File: config.mk
export PLATFORM = sky130hd
export DESIGN_NAME = twa_ctrl
export DESIGN_NICKNAME = d
export VERILOG_FILES = /design/src/design/twa_pkg.sv /design/src/design/twa_ctrl.sv
export VERILOG_INCLUDE_DIRS = /design/src /design/src/design
export SDC_FILE = /design/constraint.sdc
export NUM_CORES = 1
export LEC_CHECK = 0
export BUFFER_PORTS_ARGS = -buffer_cell sky130_fd_sc_hd__buf_2
export CAP_MARGIN = 20
export CORE_AREA = 3 3 40 42
export DETAILED_ROUTE_END_ITERATION = 16
export DIE_AREA = 0 0 43 45
export GPL_TIMING_DRIVEN = 0
export PLACE_DENSITY = 0.66
export SYNTH_ARGS = -nofsm -noshare
export SYNTH_HDL_FRONTEND = slang
export SYNTH_SLANG_ARGS = --single-unit
File: constraint.sdc
create_clock -name clk -period 3.7 [get_ports clk]
set_input_delay 0.925 -clock clk [delete_from_list [all_inputs] [get_ports clk]]
set_output_delay 0.925 -clock clk [all_outputs]
set_load 0.1 [all_outputs]
File: src/design/trailing_window_average_core_macros.svh
// Assertion macros shared by the trailing window average modules.
`ifndef TRAILING_WINDOW_AVERAGE_CORE_MACROS_SVH
`define TRAILING_WINDOW_AVERAGE_CORE_MACROS_SVH

// Check that cond holds in the same cycle as trig.
`define TWA_ASSERT_SAME(lbl, trig, cond, msg) \
	lbl: assert property (@(posedge clk) disable iff (!arst_n) (trig) |-> (cond)) \
		else $error(msg);

// Check that cond holds in the cycle after trig.
`define TWA_ASSERT_NEXT(lbl, trig, cond, msg) \
	lbl: assert property (@(posedge clk) disable iff (!arst_n) (trig) |=> (cond)) \
		else $error(msg);

`endif

File: src/design/twa_pkg.sv
// Shared constants and control types for the trailing window average core.
package twa_pkg;

	localparam int MAX_WINDOW   = 1024;
	localparam int WINDOW_RESET = 50;
	localparam int DATA_W       = 32;
	localparam int WIN_W        = 11;
	localparam int SLOT_W       = 10;
	localparam int SUM_W        = 42;
	localparam int NUM_W        = SUM_W + 1;
	localparam int DEN_W        = WIN_W + 1;
	localparam int DIV_STEPS    = NUM_W;
	localparam int DIV_CNT_W    = 6;

	typedef struct packed {
		logic accept;
		logic update;
		logic flag;
		logic load;
		logic step;
		logic finish;
	} twa_cmd_t;

	typedef struct packed {
		logic last;
		logic too_few;
	} twa_status_t;

endpackage

File: src/design/twa_ctrl.sv
// Controller: sequences accept, window update, divide and result strobe.
`include "trailing_window_average_core_macros.svh"

module twa_ctrl (
	input  logic                  clk,
	input  logic                  arst_n,
	input  logic                  start,
	output logic                  busy,
	output logic                  done,
	output logic                  cfg_ready,
	output twa_pkg::twa_cmd_t     cmd,
	input  twa_pkg::twa_status_t  status
);
	import twa_pkg::*;

	typedef enum logic [2:0] {
		ST_IDLE,
		ST_UPDATE,
		ST_LOAD,
		ST_DIVIDE,
		ST_SIGN
	} state_t;

	state_t               state_q;
	logic [DIV_CNT_W-1:0] cnt_q;
	logic                 done_q;

	always_comb begin
		cmd        = '0;
		cmd.accept = (state_q == ST_IDLE) && start;
		cmd.update = (state_q == ST_UPDATE);
		cmd.flag   = (state_q == ST_UPDATE) && status.last && status.too_few;
		cmd.load   = (state_q == ST_LOAD);
		cmd.step   = (state_q == ST_DIVIDE);
		cmd.finish = (state_q == ST_SIGN);
	end

	always_ff @(posedge clk or negedge arst_n) begin
		if (!arst_n) begin
			state_q <= ST_IDLE;
			cnt_q   <= '0;
			done_q  <= 1'b0;
		end else begin
			done_q <= 1'b0;
			unique case (state_q)
				ST_IDLE: begin
					if (start) begin
						state_q <= ST_UPDATE;
					end
				end
				ST_UPDATE: begin
					if (!status.last) begin
						state_q <= ST_IDLE;
					end else if (status.too_few) begin
						done_q  <= 1'b1;
						state_q <= ST_IDLE;
					end else begin
						state_q <= ST_LOAD;
					end
				end
				ST_LOAD: begin
					cnt_q   <= '0;
					state_q <= ST_DIVIDE;
				end
				ST_DIVIDE: begin
					cnt_q <= cnt_q + DIV_CNT_W'(1);
					if (cnt_q == DIV_CNT_W'(DIV_STEPS - 1)) begin
						state_q <= ST_SIGN;
					end
				end
				ST_SIGN: begin
					done_q  <= 1'b1;
					state_q <= ST_IDLE;
				end
				default: begin
					state_q <= ST_IDLE;
				end
			endcase
		end
	end

	assign busy      = (state_q != ST_IDLE);
	assign cfg_ready = (state_q == ST_IDLE);
	assign done      = done_q;

	`TWA_ASSERT_NEXT(a_accept_update, cmd.accept, state_q == ST_UPDATE, "accept not followed by update")
	`TWA_ASSERT_NEXT(a_sign_done, cmd.finish, done_q && state_q == ST_IDLE, "no strobe after divide")
	`TWA_ASSERT_NEXT(a_done_pulse, done_q, !done_q, "strobe longer than one cycle")
	`TWA_ASSERT_SAME(a_cnt_bound, state_q == ST_DIVIDE, cnt_q < DIV_CNT_W'(DIV_STEPS), "divide count overrun")

endmodule
[After elaboration in Yosys (flattened, before gate mapping)]
Cells that the tools add are included.
Word-level totals
  logic and storage cells: 27
  bits of input ports: 5
  bits in writable memories: 0
  register bits: 10
  ROM bits: 0
  memories kept: 0
  output and inout bits: 9
  latch bits: 0
Operators by class
  magnitude comparators: 0
  multiply operators: 0
  eq/ne operators: 7
  bitwise gates (word level): 0
  muxes and demuxes: 9
  reductions and logical operators: 7
  $add $sub $neg: 1
  divide/modulo/power cells: 0
  shift-type cells: 0
Operator list (number)
  case mux 3 bit (4 select lines): 1
  case mux 6 bit (2 select lines): 1
  adder 6 x 1 -> 6 bit (second input constant): 1
  equality test 3 x 2 -> 1 bit (second input constant): 2
  equality test 6 bit (second input constant): 1
  2-to-1 mux 3 bit: 2
  2-to-1 mux 2 bit: 2
  equality test 3 x 1 -> 1 bit (second input constant): 1
  equality test 3 bit (second input constant): 1
  logical AND 1 bit: 3
  zero test 3 bit: 1
  nonzero test 3 bit: 1
  2-to-1 mux 1 bit: 2
  != test 2 x 1 -> 1 bit (second input constant): 1
  != test 2 bit (second input constant): 1
  case mux 1 bit (2 select lines): 1
  AND reduction 2 bit: 1
  nonzero test 2 bit: 1

[Longest topological paths before layout]
  depth after elaboration: 3
  mapped depth: 5
  gate-level depth less buffers: 5

[Worst setup path after synthesis]
No wires, ideal clock.
  path kind: reg-to-output
  start: reg state_q[0]
  end: out busy
  cell stages (with the launch flop): 4
  required time: 2775 ps
  arrival time: 3919 ps
  setup slack: -1144 ps
  buffers on the path: 1
  path through: dfrtp_1 -> buf_6 -> nor3_1 -> inv_1
On the way
  cells in the longest elaborated chain, start to end: 1
Ends and longest elaborated chain
  start, declared: line twa_ctrl.sv:24  | state_t state_q;
  start signal, assigned: line twa_ctrl.sv:40  | state_q <= ST_IDLE;
  start signal, assigned: line twa_ctrl.sv:48  | state_q <= ST_UPDATE;
  start signal, assigned: line twa_ctrl.sv:53  | state_q <= ST_IDLE;
  nonzero test 3 bit: line twa_ctrl.sv:82  | assign busy = (state_q != ST_IDLE);
  end, declared: line twa_ctrl.sv:8  | output logic busy,
No other way between the ends.

==> impl_metrics.json <==
{
  "clockBufferDepth": 2,
  "seq_power_share_pct": 38.7,
  "p_sw_mw": 0.1573,
  "setup_viol": 0,
  "status": "finished clean",
  "vias": 486,
  "place_area_um2": 670.6,
  "antenna_found_initial": 0,
  "p_comb_share_pct": 40.9,
  "fin_crit_ns": 2.516,
  "post_cts_buffers": 0,
  "tightest_slew_ns": 0.4879,
  "cp_max_fo": 10,
  "synthArstFlopShare_pct": 100.0,
  "synth_area_per_cell_um2": 9.530,
  "clkSlewWorstSetupHoldPaths_ns": 0.06,
  "setup_ws_ns": 1.184,
  "synth_area_um2": 571.8,
  "p_leak_nw": 0.3404,
  "hold_viol": 0,
  "syn_inst": 60,
  "hold_path.class": "in -> async",
  "drcViolationCount": 0,
  "gp_congestion": 0.7426,
  "die_height_um": 45,
  "cts_hold_buf": 0,
  "num-fill-cells": 123,
  "slew_headroom_pct": 67.70,
  "hold-worst-slack_ns": 0.5169,
  "portBuffers": 13,
  "dieArea_mm2": 0.001935,
  "yosys.area.top_type_share_pct": 43.76,
  "slowest_stage": "dfrtp_1",
  "crit_path_max_incr_delay_ns": 0.45,
  "clock.fmax_mhz": 397.5,
  "powerDensity_mw_per_mm2": 506.7,
  "maxSlewViolCount": 0,
  "cts_root_buffer": "clkbuf_4",
  "pre_cts_slack_ns": 1.186,
  "track_usage_pct": 13.91,
  "power_mw": 0.3513,
  "start_util_pct": 44.50,
  "final_nets": 85,
  "intPower_mw": 0.1939,
  "rsz0062_at_grt": "false",
  "synth_ff_type": "dfrtp_1",
  "dr.pass1.iters": 4,
  "cts_max_level": 1,
  "post-route-period-util_pct": 67.99,
  "final_common_cell": "buf_2",
  "cts_tree": "done",
  "peakVddDrop_mv": 0.3842,
  "fp.coreArea_mm2": 0.001285,
  "yosysTopAreaCell": "dfrtp_1",
  "hpwl_um": 827.7,
  "final_cell_mix": "13 x buf_2, 10 x dfrtp_1, 8 x nand3_1",
  "grt_pass1_vias": 442,
  "setup_tns_ns": 0,
  "clk_latency_ns": 0.25,
  "worstReg2RegStart": "state_q[2]$_DFFE_PN0P_",
  "fin_area_um2": 693.2,
  "rows": 13,
  "cp-end-kind": "output port",
  "grt_max_degree": 11,
  "wl_per_cell_um": 12.40,
  "synth_area_leaders": "dfrtp_1 44%, nand3_1 7.0%, ha_1 4.4%",
  "synth.distinct_cells": 25,
  "path_cells": "buf_6, nor3_2, and2_1, buf_2",
  "cts_resized": 0,
  "seq_area_frac_synth_pct": 43.76,
  "grt_overflow_total": 0,
  "clock_sinks": 10,
  "drt_iter0_markers": 18,
  "cts_buffers": 3,
  "maxCapViolations": 0,
  "worstSetupPathType": "reg -> out",
  "synth_edf_count": 0,
  "switching_share_pct": 44.79,
  "synth-seq-cells": 10,
  "synth_nets": 67,
  "cp-startpoint": "state_q[0]$_DFFE_PN0P_",
  "clkPwrFrac_pct": 20.5,
  "grt_pass1_wl_um": 1973,
  "dp.cells": 88,
  "die_x_um": 43,
  "critPathRequiredTime_ns": 2.77,
  "postLayoutCoreUtil_pct": 53.94,
  "yosysWarnings": 0,
  "drive_above_1_share_pct": 31.58,
  "ioPinCount": 14,
  "wl_um": 1128,
  "crit_arrival_ns": 1.59,
  "fin_skew_ns": 0.001899,
  "areaGrowthSynthToFinish_pct": 21.23,
  "instances_no_fill": 91,
  "vias_per_cell": 5.341,
  "final_antenna_net_count": 0,
  "antenna_cells": 0,
  "startpoint_type": "flop"
}
[final timing paths]
kind / to / slack [ns] / depth (start not counted)
min in group clk: cnt_q[5]$_DFFE_PN0P_ / 0.54 / 2
setup / recovery: cmd[5] / 1.18 / 4
hold reg to reg: cnt_q[5]$_DFFE_PN0P_ / 0.54 / 2
setup reg to reg: cnt_q[4]$_DFFE_PN0P_ / 2.22 / 4
max in group asynchronous: cnt_q[1]$_DFFE_PN0P_ / 2.99 / 1
hold / removal: done$_DFF_PN0_ / 0.52 / 1
[layout make-up]
type / instances / area (um^2) / area share [%]
Buffer: 3 / 26.28 / 3.791
Inverter: 3 / 11.26 / 1.625
Tap cell: 15 / 18.77 / 2.708
Timing Repair Buffer: 13 / 65.06 / 9.386
Multi-Input combinational cell: 44 / 299.0 / 43.14
Clock buffer: 3 / 22.52 / 3.249
Sequential cell: 10 / 250.2 / 36.10
[per-layer routing]
| metal | share of wire, % | wire (um) | global-route usage, % | vias to the layer above |
|---|---|---|---|---|
| li1 | - | - | - | 247 |
| met1 | 46 | 515 | 18.50 | 226 |
| met2 | 49 | 553 | 21.86 | 13 |
| met3 | 5.2 | 59 | 4.781 | 0 |
| met4 | 0 | 0 | 3.614 | 0 |
| met5 | 0 | 0 | 0 | - |
[power by group through the flow]
stage	registers, mW	logic (mW)	clock network, mW
after floorplan	0.138	0.119	0
after global placement	0.137	0.143	0
after detailed placement	0.137	0.145	0
after CTS	0.135	0.145	0.0745
after global routing	0.138	0.154	0.0833
final	0.136	0.144	0.0719
[sequential cells by signal, summed over array words and instances (netlist names)]
| signal | flops |
|---|---|
| done | 1 |
| state_q | 3 |
| cnt_q | 6 |
[cell usage after synthesis, drive strengths merged, types with 2 or more instances]
cell,n
inv,3
nor3b,2
a21oi,2
dfrtp,10
buf,2
nand3b,2
ha,2
nand3,8
nor3,2
nand2,6
or4b,2
o21ai,3
nand2b,5
[worst max-delay path: cells and delay by family (launching register included)]
family        cells  cell delay, ns
buf+inv           2            0.60
flops             1            0.45
simple gates      2            0.29
[cell families (layout without fill, tap and decap cells)]
group,after synthesis,after routing,synth area share (%)
simple gates,34,34,36.11
flops,10,10,43.76
compound gates,7,7,7.440
buf+inv,6,22,6.564
fa+ha+maj,2,2,4.376
mux,1,1,1.751
Power figures use the tool's default switching activity.
